==> config.mk <==
export PLATFORM = sky130hd
export DESIGN_NAME = ssn_pattern_scanner
export DESIGN_NICKNAME = d
export VERILOG_FILES = /design/src/hw/rtl/ssnps_pkg.sv /design/src/hw/rtl/ssn_pattern_scanner.sv /design/src/hw/rtl/ssnps_cell.sv /design/src/hw/rtl/ssnps_score.sv
export SDC_FILE = /design/constraint.sdc
export NUM_CORES = 1
export LEC_CHECK = 0
export BUFFER_PORTS_ARGS = -buffer_cell sky130_fd_sc_hd__buf_2
export CORE_ASPECT_RATIO = 0.7
export CORE_MARGIN = 1
export CORE_UTILIZATION = 40
export CTS_CLUSTER_DIAMETER = 100
export CTS_CLUSTER_SIZE = 30
export DETAILED_ROUTE_END_ITERATION = 8
export PLACE_DENSITY_LB_ADDON = 0.15
export SLEW_MARGIN = 20
export SYNTH_ARGS = -nofsm -noshare
export SYNTH_HDL_FRONTEND = slang
export SYNTH_SLANG_ARGS = --single-unit
==> constraint.sdc <==
create_clock -name i_clk -period 7.05 [get_ports i_clk]
set_input_delay 0.705 -clock i_clk [delete_from_list [all_inputs] [get_ports i_clk]]
set_output_delay 0.705 -clock i_clk [all_outputs]
set_load 0.005 [all_outputs]
==> src/hw/rtl/ssnps_pkg.sv <==
`default_nettype none

package ssnps_pkg;

    // window depth: the longest keyphrase plus its leading boundary byte
    localparam int WIN_DEPTH      = 23;
    // bytes of the window that a token check looks at
    localparam int CLOSE_SPAN     = 12;
    localparam int DEF_COUNT_BITS = 16;

    localparam logic [7:0] CH_DASH  = 8'h2D;
    localparam logic [7:0] CH_ZERO  = 8'h30;
    localparam logic [7:0] CH_NINE  = 8'h39;
    localparam logic [7:0] CH_UPA   = 8'h41;
    localparam logic [7:0] CH_UPZ   = 8'h5A;
    localparam logic [7:0] CH_LOA   = 8'h61;
    localparam logic [7:0] CH_LOZ   = 8'h7A;
    localparam logic [7:0] CH_UNDER = 8'h5F;

    // keyphrases, first character in the top byte
    localparam int LEN_A = 22;
    localparam int LEN_B = 3;
    localparam int LEN_C = 10;
    localparam logic [8*LEN_A-1:0] PHRASE_A = "social security number";
    localparam logic [8*LEN_B-1:0] PHRASE_B = "ssn";
    localparam logic [8*LEN_C-1:0] PHRASE_C = "student id";

    // numbers that never score, as packed decimal digits
    localparam logic [35:0] AD_NUM_A    = 36'h078051120;
    localparam logic [35:0] AD_NUM_B    = 36'h457555462;
    localparam logic [31:0] AD_PREFIX   = 32'h98765432;

    // area bands
    localparam logic [9:0] AREA_BAD     = 10'd666;
    localparam logic [9:0] AREA_HI_END  = 10'd734;
    localparam logic [9:0] AREA_MID_END = 10'd750;
    localparam logic [9:0] AREA_HI2_END = 10'd773;
    localparam logic [9:0] AREA_LIMIT   = 10'd900;

    typedef struct packed {
        logic [7:0] chr;
        logic [7:0] low;
        logic       digit;
        logic       word;
    } t_char;

    // byte classification, carried along the window with the byte
    function automatic t_char classify(input logic [7:0] c);
        t_char r;
        logic  upper;
        logic  lower;
        upper   = (c >= CH_UPA) && (c <= CH_UPZ);
        lower   = (c >= CH_LOA) && (c <= CH_LOZ);
        r.chr   = c;
        r.low   = upper ? (c + 8'd32) : c;
        r.digit = (c >= CH_ZERO) && (c <= CH_NINE);
        r.word  = r.digit || upper || lower || (c == CH_UNDER);
        return r;
    endfunction

endpackage

`default_nettype wire

==> src/hw/rtl/ssn_pattern_scanner.sv <==
// Identity-number scanner for a byte stream of text.
// Input channel (i_valid / o_ready): one text byte per request in i_char_byte;
// i_last_byte marks the final byte of a text. A zero byte ends the text early;
// later bytes up to the last one are taken and ignored.
// Output channel (o_valid / i_ready): one result per text, priority 0..3 in
// o_priority_res and the count of scoring hits in o_match_count.
// Throughput: one byte per cycle while o_ready is high. The window is a row of
// 23 byte cells that shift on each accepted byte up to the first zero byte,
// except the last byte, which clears them; token and keyphrase checks run on
// that row. Checks feed a check register, scoring the output register.
// A finished result waits in the output register while further bytes are
// taken; only a second last byte stalls o_ready until the result is taken.
// After the last byte the window and all totals are back at their reset
// values, so the next text may follow in the next cycle.
// Reset (i_rst_n low, synchronous) empties the window, totals and both
// pipeline registers; the output channel offers nothing.
`default_nettype none

module ssn_pattern_scanner #(
    parameter int COUNT_BITS = ssnps_pkg::DEF_COUNT_BITS
) (
    input  wire         i_clk,
    input  wire         i_rst_n,
    input  wire         i_valid,
    output logic        o_ready,
    input  wire  [7:0]  i_char_byte,
    input  wire         i_last_byte,
    output logic        o_valid,
    input  wire         i_ready,
    output logic [1:0]  o_priority_res,
    output logic [15:0] o_match_count
);

    localparam int DEPTH = ssnps_pkg::WIN_DEPTH;
    localparam int SPAN  = ssnps_pkg::CLOSE_SPAN;

    ssnps_pkg::t_char cin;
    ssnps_pkg::t_char cell_q    [DEPTH];
    ssnps_pkg::t_char win_push  [DEPTH];
    ssnps_pkg::t_char view      [SPAN];

    logic        accept;
    logic        stall;
    logic        active;
    logic        shift_en;
    logic        clear_en;
    logic        close_en;
    logic        use_push;
    logic        dash_form;
    logic        tok_ok;
    logic [35:0] tok_digits;
    logic        ph_a;
    logic        ph_b;
    logic        ph_c;
    logic        phrase_hit;

    logic        r_stopped;
    logic        r_b_valid;
    logic        r_b_last;
    logic        r_b_hit;
    logic        r_b_phrase;
    logic [35:0] r_b_digits;

    logic [1:0]            r_best;
    logic [COUNT_BITS-1:0] r_total;
    logic                  r_phrase;
    logic [1:0]            n_best;
    logic [COUNT_BITS-1:0] n_total;
    logic                  n_phrase;
    logic [1:0]            hit_score;
    logic                  scored;
    logic [1:0]            n_pri;
    logic [COUNT_BITS+15:0] total_ext;

    logic       r_out_valid;
    logic [1:0] r_out_pri;
    logic [15:0] r_out_count;

    // handshake: hold off only when a result is stuck and another is due
    assign stall   = r_b_valid && r_b_last && r_out_valid && !i_ready;
    assign o_ready = !stall;
    assign accept  = i_valid && o_ready;

    assign cin      = ssnps_pkg::classify(i_char_byte);
    assign active   = accept && !r_stopped;
    assign shift_en = active && (i_char_byte != 8'h00) && !i_last_byte;
    assign clear_en = accept && i_last_byte;

    // window cells, newest byte in cell 0
    genvar g;
    generate
        for (g = 0; g < DEPTH; g++) begin : g_cell
            ssnps_pkg::t_char cell_in;
            if (g == 0) begin : g_head
                assign cell_in = cin;
            end else begin : g_body
                assign cell_in = cell_q[g-1];
            end
            assign win_push[g] = cell_in;
            ssnps_cell u_cell (
                .i_clk   (i_clk),
                .i_rst_n (i_rst_n),
                .i_shift (shift_en),
                .i_clear (clear_en),
                .i_data  (cell_in),
                .o_data  (cell_q[g])
            );
        end
    endgenerate

    // token closes on a boundary byte, or at the end of text after a word byte
    assign close_en = active && ((i_char_byte == 8'h00) || !cin.word || i_last_byte);
    assign use_push = (i_char_byte != 8'h00) && cin.word;

    always_comb begin
        for (int j = 0; j < SPAN; j++) begin
            view[j] = use_push ? win_push[j] : cell_q[j];
        end
    end

    // token shape check: ddd-dd-dddd or nine digits, word start before it
    assign dash_form = (view[7].chr == ssnps_pkg::CH_DASH);
    always_comb begin
        if (dash_form) begin
            tok_ok = !view[11].word && (view[4].chr == ssnps_pkg::CH_DASH)
                   && view[10].digit && view[9].digit && view[8].digit
                   && view[6].digit && view[5].digit
                   && view[3].digit && view[2].digit && view[1].digit && view[0].digit;
            tok_digits = {view[10].chr[3:0], view[9].chr[3:0], view[8].chr[3:0],
                          view[6].chr[3:0], view[5].chr[3:0],
                          view[3].chr[3:0], view[2].chr[3:0], view[1].chr[3:0],
                          view[0].chr[3:0]};
        end else begin
            tok_ok = !view[9].word
                   && view[8].digit && view[7].digit && view[6].digit
                   && view[5].digit && view[4].digit && view[3].digit
                   && view[2].digit && view[1].digit && view[0].digit;
            tok_digits = {view[8].chr[3:0], view[7].chr[3:0], view[6].chr[3:0],
                          view[5].chr[3:0], view[4].chr[3:0], view[3].chr[3:0],
                          view[2].chr[3:0], view[1].chr[3:0], view[0].chr[3:0]};
        end
    end

    // keyphrases ending at the newest byte; newest byte meets the lowest char
    always_comb begin
        ph_a = !win_push[ssnps_pkg::LEN_A].word;
        for (int j = 0; j < ssnps_pkg::LEN_A; j++) begin
            ph_a = ph_a && (win_push[j].low == ssnps_pkg::PHRASE_A[8*j +: 8]);
        end
        ph_b = !win_push[ssnps_pkg::LEN_B].word;
        for (int j = 0; j < ssnps_pkg::LEN_B; j++) begin
            ph_b = ph_b && (win_push[j].low == ssnps_pkg::PHRASE_B[8*j +: 8]);
        end
        ph_c = !win_push[ssnps_pkg::LEN_C].word;
        for (int j = 0; j < ssnps_pkg::LEN_C; j++) begin
            ph_c = ph_c && (win_push[j].low == ssnps_pkg::PHRASE_C[8*j +: 8]);
        end
    end
    assign phrase_hit = active && (i_char_byte != 8'h00) && (ph_a || ph_b || ph_c);

    // zero byte stops the scan until the last byte
    always_ff @(posedge i_clk) begin
        if (!i_rst_n) begin
            r_stopped <= 1'b0;
        end else if (clear_en) begin
            r_stopped <= 1'b0;
        end else if (active && (i_char_byte == 8'h00)) begin
            r_stopped <= 1'b1;
        end
    end

    // check results into the scoring stage
    always_ff @(posedge i_clk) begin
        if (!i_rst_n) begin
            r_b_valid <= 1'b0;
        end else if (!stall) begin
            r_b_valid <= accept;
        end
    end

    always_ff @(posedge i_clk) begin
        if (!stall) begin
            r_b_last   <= i_last_byte;
            r_b_hit    <= close_en && tok_ok;
            r_b_phrase <= phrase_hit;
            r_b_digits <= tok_digits;
        end
    end

    ssnps_score u_score (
        .i_digits (r_b_digits),
        .o_score  (hit_score)
    );

    // running totals including the request in the scoring stage
    assign scored = r_b_hit && (hit_score != 2'd0);
    always_comb begin
        n_best   = (scored && hit_score > r_best) ? hit_score : r_best;
        n_total  = (scored && !(&r_total))
                 ? r_total + {{(COUNT_BITS-1){1'b0}}, 1'b1} : r_total;
        n_phrase = r_phrase || r_b_phrase;
        n_pri    = (n_best != 2'd0 && n_phrase) ? n_best + 2'd1 : n_best;
    end
    assign total_ext = {16'h0000, n_total};

    always_ff @(posedge i_clk) begin
        if (!i_rst_n) begin
            r_best   <= 2'd0;
            r_total  <= '0;
            r_phrase <= 1'b0;
        end else if (!stall && r_b_valid) begin
            if (r_b_last) begin
                r_best   <= 2'd0;
                r_total  <= '0;
                r_phrase <= 1'b0;
            end else begin
                r_best   <= n_best;
                r_total  <= n_total;
                r_phrase <= n_phrase;
            end
        end
    end

    // output register
    always_ff @(posedge i_clk) begin
        if (!i_rst_n) begin
            r_out_valid <= 1'b0;
        end else if (!stall && r_b_valid && r_b_last) begin
            r_out_valid <= 1'b1;
        end else if (i_ready) begin
            r_out_valid <= 1'b0;
        end
    end

    always_ff @(posedge i_clk) begin
        if (!stall && r_b_valid && r_b_last) begin
            r_out_pri   <= n_pri;
            r_out_count <= total_ext[15:0];
        end
    end

    assign o_valid        = r_out_valid;
    assign o_priority_res = r_out_pri;
    assign o_match_count  = r_out_count;

endmodule

`default_nettype wire

==> src/hw/rtl/ssnps_cell.sv <==
`default_nettype none

module ssnps_cell (
    input  wire                  i_clk,
    input  wire                  i_rst_n,
    input  wire                  i_shift,
    input  wire                  i_clear,
    input  ssnps_pkg::t_char     i_data,
    output ssnps_pkg::t_char     o_data
);

    ssnps_pkg::t_char r_data;

    // one window byte: takes its neighbour's byte on a shift, zero byte on clear
    always_ff @(posedge i_clk) begin
        if (!i_rst_n || i_clear) begin
            r_data <= ssnps_pkg::classify(8'h00);
        end else if (i_shift) begin
            r_data <= i_data;
        end
    end

    assign o_data = r_data;

endmodule

`default_nettype wire

==> src/hw/rtl/ssnps_score.sv <==
`default_nettype none

module ssnps_score (
    input  wire  [35:0] i_digits,
    output logic [1:0]  o_score
);

    logic [9:0] area;
    logic       excluded;
    logic [1:0] band;

    // area from the first three digits
    assign area = 10'(i_digits[35:32]) * 10'd100
                + 10'(i_digits[31:28]) * 10'd10
                + 10'(i_digits[27:24]);

    // advertising numbers, empty group, empty serial
    assign excluded = (i_digits == ssnps_pkg::AD_NUM_A)
                   || (i_digits == ssnps_pkg::AD_NUM_B)
                   || (i_digits[35:4] == ssnps_pkg::AD_PREFIX)
                   || (i_digits[23:16] == 8'h00)
                   || (i_digits[15:0] == 16'h0000);

    always_comb begin
        if (area == 10'd0 || area == ssnps_pkg::AREA_BAD || area >= ssnps_pkg::AREA_LIMIT) begin
            band = 2'd0;
        end else if (area < ssnps_pkg::AREA_HI_END) begin
            band = 2'd2;
        end else if (area < ssnps_pkg::AREA_MID_END) begin
            band = 2'd1;
        end else if (area < ssnps_pkg::AREA_HI2_END) begin
            band = 2'd2;
        end else begin
            band = 2'd1;
        end
    end

    assign o_score = excluded ? 2'd0 : band;

endmodule

`default_nettype wire
==> impl_results.md, run 1 <==
* # IOs at 33
* Critical R2R Launch: r_b_digits[29]$_DFFE_PN_
* Int Power at about 0.0022 W
* DRT Wirelength at about 36,000 um
* Worst hold start: g_cell[17].u_cell.o_data[0]$_SDFFE_PP0P_
* LEAKAGE at 4.788 nW
* Fin crit share at 0.7987
* Clock root buffer: clkbuf_16
* Final core utilization at 0.4406
* TritonCTS Buffers at 14
* Dpl hpwl at around 24,000 um
* Most used DFF post-synth: dfxtp_1
* Slew @ Worst Pin at between 1 and 1.5 ns
* R2R Setup Slk at 1.42 ns
* Rows at 55
* Total GRT Usage at 0.2065
* CP endpoint kind: flop
* Post-CTS Repair Setup Buffers at 0
* Worst-Skew Late Latency at 0.51 ns
* Ys Warns at 0
* Filler instances at 3,226
* Hold WC Path Type: reg -> reg
* GP Congestion at 0.8217
* Diode count at 0
* Layout area overhead at 6.801%
* Clk network pwr share at 0.333
* # resized after CTS at 0
* Worst Reg-to-Reg Cells at 21
* Fmax at 177.6 MHz
* Synth top area cells: dfxtp_1 37%, nand2_1 15%, edfxtp_1 13%, a21oi_1 8.8%, ha_1 3.0%
* Syn_nets at 1,667
* Worst hold path endpoint: g_cell[18].u_cell.o_data[0]$_SDFFE_PP0P_
* Clk slew on worst S/H paths at around 0.11 ns
* Seq/Total Area, Yosys at 0.4916
* Sequential Power Share at 0.614
* Synthesized area at ~14,000 um2
* CTS Sinks at 304
* Largest net degree at the start of global routing at 227
* H-tree lvl count at 1
* Worst EP required at 7.32 ns
* Syn Inst Count at 1,616
* Routed len/inst at 17.70 um
* Critical Path AT at 5.90 ns
* Seq cells post-synth at 304
* Tmin final at 5.631 ns
* PortBufs at 32
* First-pass DRT Iterations at 5
* Setup violations, final at 0
* Max Transition Viols Final at 0
* Initial Util at 0.4125
* Worst Skew at approximately 0.035 ns
* CTS Buffer Depth at 3
* Worst r2r dst: o_priority_res[1]$_DFFE_PP_
* Post-CTS Hold Buffers at 0
* Top cell type's share of synthesized area at 0.3652
* Residual DRC count at 0
* CORE AREA at 32,830 um2
* Post-DRT Antenna Nets at 0
* Psw at 0.0006939 W
* Async SR Flop Fraction at 0
* Setup ws final at between 1 and 1.5 ns
* DR iter-0 viols at 1,092
* Peak VDD IR at 129.3 uV
* RSZ-0062 raised after global routing: no
* Sw frac at 0.2389
* Pwr dens at 200.8 nW/um2
* Initial antenna violation count at 1
* Gate power share at 0.053
* Final Hold Vio Count at 0
* Die Wd at 221.9 um
* Fraction of layout cells with a size suffix above 1 at 0.05475
* Max-cap violation count at 0
* Vias per cell at 5.495
* Highest net fanout along the worst path at 7
* Total power at 0.002904 W
* Max-slew headroom at 0.2272
* Total die area at 34,600 um2
* First-pass GRT wire length at around 57,000 um
* Setup TNS at 0 ns
* Die Height at around 160 um
* Critical path launch point type: flop
* Final nets at between 1.5k and 2k
* Hold path depth at 2
* CTS tree: built
* Pre-CTS setup slack at 1.463 ns
* Status: complete, no violations
* Vias at between 10k and 15k
* Post-synth EDFFs at 57
* Remaining global-route overflow at 0
* Vias in the first global route at 10.09k
* Syn avg cell area at 8.379 um2
* Synth area leader: dfxtp_1
* Crit path kind: reg -> reg
* Post-synthesis cell type count at 67
==> how the worst max path moves through the flow <==
stage                                             end                startpoint  slack, ns
after global placement    o_priority_res[1]$_DFFE_PP_  r_b_digits[29]$_DFFE_PN_       1.62
after floorplan           o_priority_res[1]$_DFFE_PP_  r_b_digits[29]$_DFFE_PN_       2.05
after detailed placement  o_priority_res[1]$_DFFE_PP_  r_b_digits[29]$_DFFE_PN_       1.46
after global routing      o_priority_res[1]$_DFFE_PP_  r_b_digits[29]$_DFFE_PN_       1.08
after CTS                 o_priority_res[1]$_DFFE_PP_  r_b_digits[29]$_DFFE_PN_       1.44
final                     o_priority_res[1]$_DFFE_PP_  r_b_digits[29]$_DFFE_PN_       1.42
==> critical path, cell delays in order, from the launching register on <==
cell and delay, ns:
edfxtp_1 0.49, ha_1 0.33, ha_1 0.23, fa_1 0.39, xor2_1 0.16, ha_1 0.30
ha_1 0.31, o21ai_0 0.16, o211a_1 0.27, or3_4 0.41, and4_4 0.17, mux2i_1 0.26
o211a_1 0.39, nand2_1 0.11, ha_1 0.28, nand2_1 0.06, o211ai_1 0.10, nor3b_1 0.35
a21oi_1 0.13, ha_1 0.22, nor2_1 0.19, o21ai_0 0.10
==> power by group through the flow <==
stage | logic [W] | clock network [W] | registers, W
5_1_grt | 0.000168 | 0.00105 | 0.00179
6_report | 0.000153 | 0.000967 | 0.00178
2_1_floorplan | 0.000104 | 0 | 0.00182
3_5_place_dp | 0.000151 | 0 | 0.00182
3_3_place_gp | 0.000151 | 0 | 0.00182
4_1_cts | 0.000152 | 0.00100 | 0.00178
==> area by class of cell <==
type	count	area [um2]	area share
inverter	21	78.83	0.005451
multi-input combinational	1200	6509	0.4501
clock inverter	1	30.03	0.002076
tap	427	534.3	0.03694
timing repair buffer	44	262.8	0.01817
sequential	304	6656	0.4603
clock buffer	19	390.4	0.02699
==> metrics by stage <==
| stage | cell area [um2] | std cells | hold slack (ns) |
|---|---|---|---|
| after floorplan | 13540 | 1616 | 0.4264 |
| after global placement | 14030 | 1996 | 0.4373 |
| after detailed placement | 14030 | 1996 | 0.4438 |
| after CTS | 14450 | 2016 | 0.4124 |
| after global routing | 14460 | 2016 | 0.4276 |
| final | 14460 | 2016 | 0.4076 |
==> cells in the final DEF (no fill, tap or decap), types with 11 or more instances in the layout <==
cell type / n
xnor2_1: 16
clkbuf_16: 15
edfxtp_1: 57
nand3_1: 18
buf_2: 32
nor2_1: 49
nand2_1: 552
nand4_1: 27
nor4bb_1: 23
nor4_1: 17
inv_1: 21
a21oi_1: 237
nor3_1: 16
buf_4: 11
ha_1: 33
o21ai_0: 27
dfxtp_1: 247
mux2i_1: 13
nor2b_1: 13
==> state kept, by name, indices dropped and copies added (netlist names), 2 cells and up <==
register / flops
g_cell.u_cell.o_data: 225
o_match_count: 16
o_priority_res: 2
r_b_digits: 36
r_best: 2
r_total: 16
==> cells in the mapped netlist, types with 16 or more instances <==
cell type,n
a21oi_1,238
clkbuf_1,81
dfxtp_1,247
edfxtp_1,57
ha_1,33
inv_1,21
nand2_1,553
nand3_1,19
nand4_1,27
nor2_1,49
nor3_1,16
nor4_1,19
nor4bb_1,23
o21ai_0,28
xnor2_1,16
==> kinds of logic after synthesis <==
logic type / Yosys count / share of synthesized area
AOI/OAI and AO/OA: 322 / 0.1319
xor gates and xnor gates: 23 / 0.01488
adders and majority gates: 38 / 0.03789
buffers and inverters: 112 / 0.03133
DFF: 304 / 0.4916
muxes: 22 / 0.02375
and+or+nand+nor: 795 / 0.2687
==> per-layer routing <==
metal  GRT usage  up-vias  share of wire
li1            -     5487              -
met1      0.3438     5280           0.54
met2      0.2766      288           0.39
met3     0.02919       22          0.059
met4     0.02943        0          0.011
met5           0        -              0
Power figures use the tool's default switching activity.
==> run 2, diff against run 1 <==
--- a/config.mk
+++ b/config.mk
@@ -5,6 +5,7 @@
 export SDC_FILE = /design/constraint.sdc
 export NUM_CORES = 1
 export LEC_CHECK = 0
+export ABC_AREA = 1
 export BUFFER_PORTS_ARGS = -buffer_cell sky130_fd_sc_hd__buf_2
 export CORE_ASPECT_RATIO = 0.7
 export CORE_MARGIN = 1
==> constraint.sdc (replaced) <==
create_clock -name i_clk -period 5.44 [get_ports i_clk]
set_input_delay 0.544 -clock i_clk [delete_from_list [all_inputs] [get_ports i_clk]]
set_output_delay 0.544 -clock i_clk [all_outputs]
set_load 0.005 [all_outputs]
==> impl_results.md, run 2 <==
* Gate power share at 0.134 (was 0.053)
* RSZ-0062 raised after global routing: no (unchanged)
* Post-synth EDFFs at 57 (unchanged)
* Diode count at 0 (unchanged)
* Commonest non-fill, non-tap cell in the layout: nor2_1 (was nand2_1)
* Hold path depth at 1 (was 2)
* Critical path launch point type: flop (unchanged)
* Largest net degree at the start of global routing at 236 (was 227)
* Rows at 57 (was 55)
* Sequential Power Share at 0.574 (was 0.614)
* Crit path depth at 27 (was 21)
* Top cell type's share of synthesized area at 0.3499 (was 0.3652)
* GR peak layer: met1 (unchanged)
* Most used DFF post-synth: dfxtp_1 (unchanged)
* Max-cap violation count at 0 (unchanged)
* Remaining global-route overflow at 0 (unchanged)
* # resized after CTS at 0 (unchanged)
* Ys Warns at 0 (unchanged)
* CP max stage cell: edfxtp_1 (unchanged)
* CTS tree: built (unchanged)
* Clk slew on worst S/H paths at 0.11 ns (about the same)
* Top-count cell post-synth: nor2_1 (was nand2_1)
* Met3 usage in global routing at 0.02178 (was 0.02919)
* PortBufs at 32 (unchanged)
* Initial Util at 0.4069 (was 0.4125)
* Crit path max-delay family: adder cells (unchanged)
* Post-synthesis mux area share at 0.0007082 (was 0.02375)
* Setup violations, final at 0 (unchanged)
* Vias per cell at 5.149 (was 5.495)
* Vias in the first global route at 10.64k (was 10.09k)
* Synthesized area at 14,130 um2 (was 13,540 um2)
* Fin crit share at 0.9299 (was 0.7987)
* Status: complete, no violations (unchanged)
* Syn Inst Count at 1,859 (was 1,616)
* Final Hold Vio Count at 0 (unchanged)
* Die Wd at 226.7 um (was 221.9 um)
* Hold WC Path Type: in -> reg (was reg -> reg)
* CTS Buffer Depth at 3 (unchanged)
* Int Power at 0.003111 W (was 0.002211 W)
* Residual DRC count at 0 (unchanged)
* Sw frac at 0.2816 (was 0.2389)
* Synth top area cells: dfxtp_1 35%, edfxtp_1 12%, nor2_1 9.3%, o21ai_0 9.1%, nand2_1 6.4% (was dfxtp_1 37%, nand2_1 15%, edfxtp_1 13%, a21oi_1 8.8%, ha_1 3.0%)
* Simple-gate share of the synthesized area at 0.2462 (was 0.2687)
* Post-CTS Repair Setup Buffers at 0 (unchanged)
* CTS Sinks at 304 (unchanged)
* First-pass DRT Iterations at 7 (was 5)
* Worst Skew at 0.03050 ns (was 0.03507 ns)
* Fmax at 197.7 MHz (was 177.6 MHz)
* TritonCTS Buffers at 14 (unchanged)
* Xor/xnor cell area share of the yosys netlist at 0.01053 (was 0.01488)
* CP endpoint kind: flop (unchanged)
* Total power at 0.004331 W (was 0.002904 W)
* Highest net fanout along the worst path at 5 (was 7)
* Die Height at 159.3 um (was 155.9 um)
* Syn_nets at 1,910 (was 1,667)
* Worst EP required at 5.69 ns (was 7.32 ns)
* Worst-Skew Late Latency at 0.52 ns (was 0.51 ns)
* Adder-cell area share of the yosys netlist at 0.03630 (was 0.03789)
* LEAKAGE at 5.888 nW (was 4.788 nW)
* Met1 usage at 0.3292 (was 0.3438)
* Layout area overhead at 6.277% (was 6.801%)
* Crit path kind: reg -> reg (unchanged)
* H-tree lvl count at 1 (unchanged)
* Tmin final at 5.059 ns (was 5.631 ns)
* Max reg flops at 225 (unchanged)
* DR iter-0 viols at 1,037 (was 1,092)
* Crit path largest cell delay at 0.53 ns (was 0.49 ns)
* Worst Reg-to-Reg Cells at 27 (was 21)
* Clock root buffer: clkbuf_16 (unchanged)
* Seq cells post-synth at 304 (unchanged)
* Most frequent CP cell: ha_1 (unchanged)
* Commonest cells in the netlist: 350 x nor2_1, 258 x o21ai_0, 247 x dfxtp_1 (was 553 x nand2_1, 247 x dfxtp_1, 238 x a21oi_1)
* Met2 global-route usage at 0.2722 (was 0.2766)
* GP Congestion at 0.8614 (was 0.8217)
* Routed len/inst at 15.60 um (was 17.70 um)
* Vias at 11.84k (was 11.08k)
* Total GRT Usage at 0.1982 (was 0.2065)
* Post-CTS Hold Buffers at 0 (unchanged)
* Psw at 0.001219 W (was 0.0006939 W)
* Async SR Flop Fraction at 0 (unchanged)
* Commonest cells after routing, fill and taps aside: 350 x nor2_1, 258 x o21ai_0, 247 x dfxtp_1 (was 552 x nand2_1, 247 x dfxtp_1, 237 x a21oi_1)
* CORE AREA at 34,730 um2 (was 32,830 um2)
* Dpl hpwl at 24,940 um (was 24,480 um)
* Post-synthesis cell type count at 43 (was 67)
* Slew @ Worst Pin at 0.9117 ns (was 1.159 ns)
* Total die area at 36,100 um2 (was 34,600 um2)
* Final nets at 1,874 (was 1,636)
* R2R Setup Slk at 0.38 ns (was 1.42 ns)
* Seq/Total Area, Yosys at 0.4710 (was 0.4916)
* Setup TNS at 0 ns (unchanged)
* Max Transition Viols Final at 0 (unchanged)
* Peak VDD IR at 191.2 uV (was 129.3 uV)
* Clk network pwr share at 0.291 (was 0.333)
* Fraction of layout cells with a size suffix above 1 at 0.05908 (was 0.05475)
* Main combinational cell family by area after synthesis: simple AND/OR/NAND/NOR gates (unchanged)
* Syn avg cell area at 7.603 um2 (was 8.379 um2)
* Max-slew headroom at 0.3922 (was 0.2272)
* Critical Path AT at 5.31 ns (was 5.90 ns)
* First-pass GRT wire length at 57,860 um (was 57,370 um)
* # IOs at 33 (unchanged)
* DRT Wirelength at 35,880 um (was 35,680 um)
* Min Hold Slack at 0.2854 ns (was 0.4076 ns)
* Worst path buffer plus inverter count at 4 (was 0)
* Post-DRT Antenna Nets at 0 (unchanged)
* Initial antenna violation count at 1 (unchanged)
* Complex-gate fraction of the synthesized area at 0.1579 (was 0.1319)
* Synth area leader: dfxtp_1 (unchanged)
* Pwr dens at 288.3 nW/um2 (was 200.8 nW/um2)
-- run 2: cell count changes after synthesis, moves of 17 or more --
cell,before,now
a21oi_1,238,122
inv_1,21,176
nand2_1,553,241
nand3_1,19,64
nand4_1,27,62
nor2_1,49,350
nor3_1,16,33
nor4bb_1,23,0
o21ai_0,28,258
o21ai_2,0,18
-- run 2: worst paths after layout --
path                                                 start                                  endpoint
setup / recovery                  r_b_digits[32]$_DFFE_PN_               o_priority_res[1]$_DFFE_PP_
hold / removal                                 i_last_byte                        r_b_last$_DFFE_PN_
setup reg to reg                  r_b_digits[32]$_DFFE_PN_               o_priority_res[1]$_DFFE_PP_
hold reg to reg   g_cell[7].u_cell.o_data[15]$_SDFFE_PP0P_  g_cell[7].u_cell.o_data[15]$_SDFFE_PP0P_
-- run 2: logic make-up (layout without fill, tap and decap cells) --
group                      after synthesis  after routing
muxes                                    1              1
DFF                                    304            304
xor gates and xnor gates                17             17
buffers and inverters                  274            243
adders and majority gates               38             38
and+or+nand+nor                        806            806
AOI/OAI and AO/OA                      419            419
-- run 2: per-stage QoR --
step | instances | instance area, um2 | setup WS [ns] | utilization
global route | 2300 | 15020 | 0.05763 | 0.4325
floorplan | 1859 | 14130 | 0.8071 | -
global placement | 2279 | 14600 | 0.6711 | 0.4204
CTS | 2300 | 15020 | 0.4176 | 0.4325
detailed placement | 2279 | 14600 | 0.4478 | 0.4204
finish | 2300 | 15020 | 0.3813 | 0.4325
-- run 2: area by class of cell --
cell class	instances	area [um2]
inverters	178	675.6
clock inverters	2	28.78
multi-input cells	1281	6391
flip-flops and latches	304	6656
well taps	472	590.6
fillers	3580	19710
clock buffers	19	390.4
repair buffers	44	287.8
-- run 2: power by group through the flow --
stage	Sequential, W	Combinational (W)	Clock [W]
after detailed placement	0.00254	0.000579	0
after global placement	0.00253	0.000571	0
after floorplan	0.00251	0.000444	0
after global routing	0.00250	0.000666	0.00138
final	0.00249	0.000582	0.00126
after CTS	0.00249	0.000582	0.00131
-- run 2: metal layers --
| layer | routed length (um) | vias to the layer above |
|---|---|---|
| met1 | 19410 | 5478 |
| met2 | 14260 | 246 |
| met4 | 477 | 0 |
| met3 | 1736 | 25 |
| met5 | 0 | - |
| li1 | - | 6094 |
==> run 3, diff against run 2 <==
--- a/config.mk
+++ b/config.mk
@@ -13,7 +13,7 @@
 export CTS_CLUSTER_DIAMETER = 100
 export CTS_CLUSTER_SIZE = 30
 export DETAILED_ROUTE_END_ITERATION = 8
-export PLACE_DENSITY_LB_ADDON = 0.15
+export PLACE_DENSITY = 0.62
 export SLEW_MARGIN = 20
 export SYNTH_ARGS = -nofsm -noshare
 export SYNTH_HDL_FRONTEND = slang
==> impl_results.md, run 3 (synthesized netlist as in run 2, its figures left out) <==
* H-tree lvl count at 1 (unchanged)
* Gate power share at 0.134 (about the same)
* Final Hold Vio Count at 0 (unchanged)
* Setup TNS at 0 ns (unchanged)
* Critical path launch point type: flop (unchanged)
* CTS tree: built (unchanged)
* Clk slew on worst S/H paths at 0.12 ns (was 0.11 ns)
* Highest net fanout along the worst path at 5 (unchanged)
* Sequential Power Share at 0.576 (was 0.574)
* R2R Setup Slk at 0.46 ns (was 0.38 ns)
* Fin crit share at 0.9147 (was 0.9299)
* Critical R2R Launch: r_b_digits[33]$_DFFE_PN_ (was r_b_digits[32]$_DFFE_PN_)
* Hold WC Path Type: in -> reg (unchanged)
* Worst-Skew Late Latency at 0.52 ns (about the same)
* GP Congestion at 0.9216 (was 0.8614)
* Routed len/inst at 15.09 um (was 15.60 um)
* # IOs at 33 (unchanged)
* Max-slew headroom at 0.3941 (was 0.3922)
* Total die area at 36,100 um2 (unchanged)
* Clock root buffer: clkbuf_16 (unchanged)
* Largest net degree at the start of global routing at 111 (was 236)
* Max Transition Viols Final at 0 (unchanged)
* Commonest cells after routing, fill and taps aside: 350 x nor2_1, 258 x o21ai_0, 247 x dfxtp_1 (unchanged)
* Met3 usage in global routing at 0.03026 (was 0.02178)
* First-pass DRT Iterations at 4 (was 7)
* Met2 global-route usage at 0.2669 (was 0.2722)
* Fmax at 201.0 MHz (was 197.7 MHz)
* Max reg flops at 225 (unchanged)
* Psw at 0.001205 W (was 0.001219 W)
* CTS Sinks at 304 (unchanged)
* Dpl hpwl at 24,580 um (was 24,940 um)
* PortBufs at 32 (unchanged)
* Slew @ Worst Pin at 0.9005 ns (was 0.9117 ns)
* Crit path from: r_b_digits[33]$_DFFE_PN_ (was r_b_digits[32]$_DFFE_PN_)
* Diode count at 0 (unchanged)
* Total GRT Usage at 0.1925 (was 0.1982)
* Worst EP required at 5.70 ns (was 5.69 ns)
* GR peak layer: met1 (unchanged)
* Final nets at 1,877 (was 1,874)
* Vias per cell at 5.149 (about the same)
* DR iter-0 viols at 1,086 (was 1,037)
* Area of the multi-input gates at 6391 um2 (unchanged)
* CP endpoint kind: flop (unchanged)
* Worst r2r dst: o_priority_res[1]$_DFFE_PP_ (unchanged)
* Post-CTS Hold Buffers at 0 (unchanged)
* First-pass GRT wire length at 56,770 um (was 57,860 um)
* Sw frac at 0.2792 (was 0.2816)
* CORE AREA at 34,730 um2 (unchanged)
* Vias in the first global route at 10.68k (was 10.64k)
* Post-DRT Antenna Nets at 0 (unchanged)
* Residual DRC count at 0 (unchanged)
* Setup violations, final at 0 (unchanged)
* Met1 usage at 0.3119 (was 0.3292)
* Vias at 11.86k (was 11.84k)
* Remaining global-route overflow at 0 (unchanged)
* Max-cap violation count at 0 (unchanged)
* TritonCTS Buffers at 14 (unchanged)
* Min Hold Slack at 0.2679 ns (was 0.2854 ns)
* Rows at 57 (unchanged)
* Crit path capture: o_priority_res[1]$_DFFE_PP_ (unchanged)
* CTS Buffer Depth at 3 (unchanged)
* Pwr dens at 286.9 nW/um2 (was 288.3 nW/um2)
* Fraction of layout cells with a size suffix above 1 at 0.06062 (was 0.05908)
* Filler instances at 3,533 (was 3,580)
* DRT Wirelength at 34,750 um (was 35,880 um)
* LEAKAGE at 5.902 nW (was 5.888 nW)
* RSZ-0062 raised after global routing: no (unchanged)
* Die Wd at 226.7 um (unchanged)
* Int Power at 0.003113 W (was 0.003111 W)
* Peak VDD IR at 264.8 uV (was 191.2 uV)
* Worst Reg-to-Reg Cells at 27 (unchanged)
* Worst Skew at 0.03290 ns (was 0.03050 ns)
* Clk network pwr share at 0.290 (was 0.291)
* Area of all sequential standard cells at 6656 um2 (unchanged)
* Commonest non-fill, non-tap cell in the layout: nor2_1 (unchanged)
* Critical Path AT at 5.23 ns (was 5.31 ns)
* Initial Util at 0.4069 (unchanged)
* Initial antenna violation count at 0 (was 1)
* Tmin final at 4.976 ns (was 5.059 ns)
* Status: complete, no violations (unchanged)
* Crit path kind: reg -> reg (unchanged)
* Layout area overhead at 6.489% (was 6.277%)
* Die Height at 159.3 um (unchanged)
==> run 3: how the worst min path moves through the flow <==
stage | from | end | cells after the start
final | i_last_byte | r_b_last$_DFFE_PN_ | 1
after global routing | i_last_byte | r_b_last$_DFFE_PN_ | 1
after CTS | i_last_byte | r_b_last$_DFFE_PN_ | 1
after detailed placement | g_cell[20].u_cell.o_data[5]$_SDFFE_PP0P_ | g_cell[20].u_cell.o_data[5]$_SDFFE_PP0P_ | 2
after global placement | g_cell[20].u_cell.o_data[4]$_SDFFE_PP0P_ | g_cell[20].u_cell.o_data[4]$_SDFFE_PP0P_ | 2
after floorplan | g_cell[20].u_cell.o_data[4]$_SDFFE_PP0P_ | g_cell[20].u_cell.o_data[4]$_SDFFE_PP0P_ | 2
==> run 3: worst max-delay path: stages (launching register included) <==
cell	delay [ns]
edfxtp_1	0.44
inv_1	0.18
ha_1	0.26
ha_1	0.23
inv_1	0.07
fa_1	0.41
inv_1	0.07
ha_1	0.22
ha_1	0.37
a21oi_1	0.27
nand3_1	0.14
nand2_1	0.09
nand2_1	0.08
nor2_1	0.15
nand3_1	0.09
nand3_1	0.10
nor2_2	0.05
nand2_1	0.06
inv_1	0.04
ha_1	0.28
a21oi_1	0.07
a21oi_1	0.22
nand3_1	0.13
nand2_1	0.12
nand2_1	0.09
ha_1	0.21
nor2_1	0.18
o21ai_0	0.11
==> run 3: through the flow <==
stage,std cells,worst slack [ns],area [um2],util,power (W)
floorplan,1859,0.8071,14130,-,0.002949
finish,2303,0.4642,15050,0.4333,0.004318
global placement,2279,0.6831,14600,0.4204,0.003098
CTS,2300,0.4571,15030,0.4327,0.004352
global route,2303,0.01653,15050,0.4333,0.004543
detailed placement,2279,0.5041,14600,0.4204,0.003110
==> run 3: timing repair <==
action | CTS | global route
resized for setup | 0 | 0
setup endpoints to repair | 0 | 1
buffers inserted | 0 | 3
==> run 3: final cells by class <==
class | instances | area share
clock inverter | 2 | 0.002411
multi-input combinational | 1281 | 0.4246
sequential | 304 | 0.4423
tap | 472 | 0.03924
inverter | 178 | 0.04489
clock buffer | 19 | 0.02594
timing repair buffer | 47 | 0.02062
==> run 3: power by group through the flow <==
stage               Sequential (W)  Clock (W)  Combinational (W)
finish                     0.00249    0.00125           0.000580
global route               0.00250    0.00137           0.000667
CTS                        0.00249    0.00129           0.000576
detailed placement         0.00254          0           0.000574
global placement           0.00253          0           0.000565
floorplan                  0.00251          0           0.000444
==> run 3: layer usage <==
| metal | wire, um | vias up |
|---|---|---|
| li1 | - | 6092 |
| met5 | 0 | - |
| met3 | 2022 | 25 |
| met4 | 408 | 0 |
| met2 | 13760 | 238 |
| met1 | 18560 | 5502 |
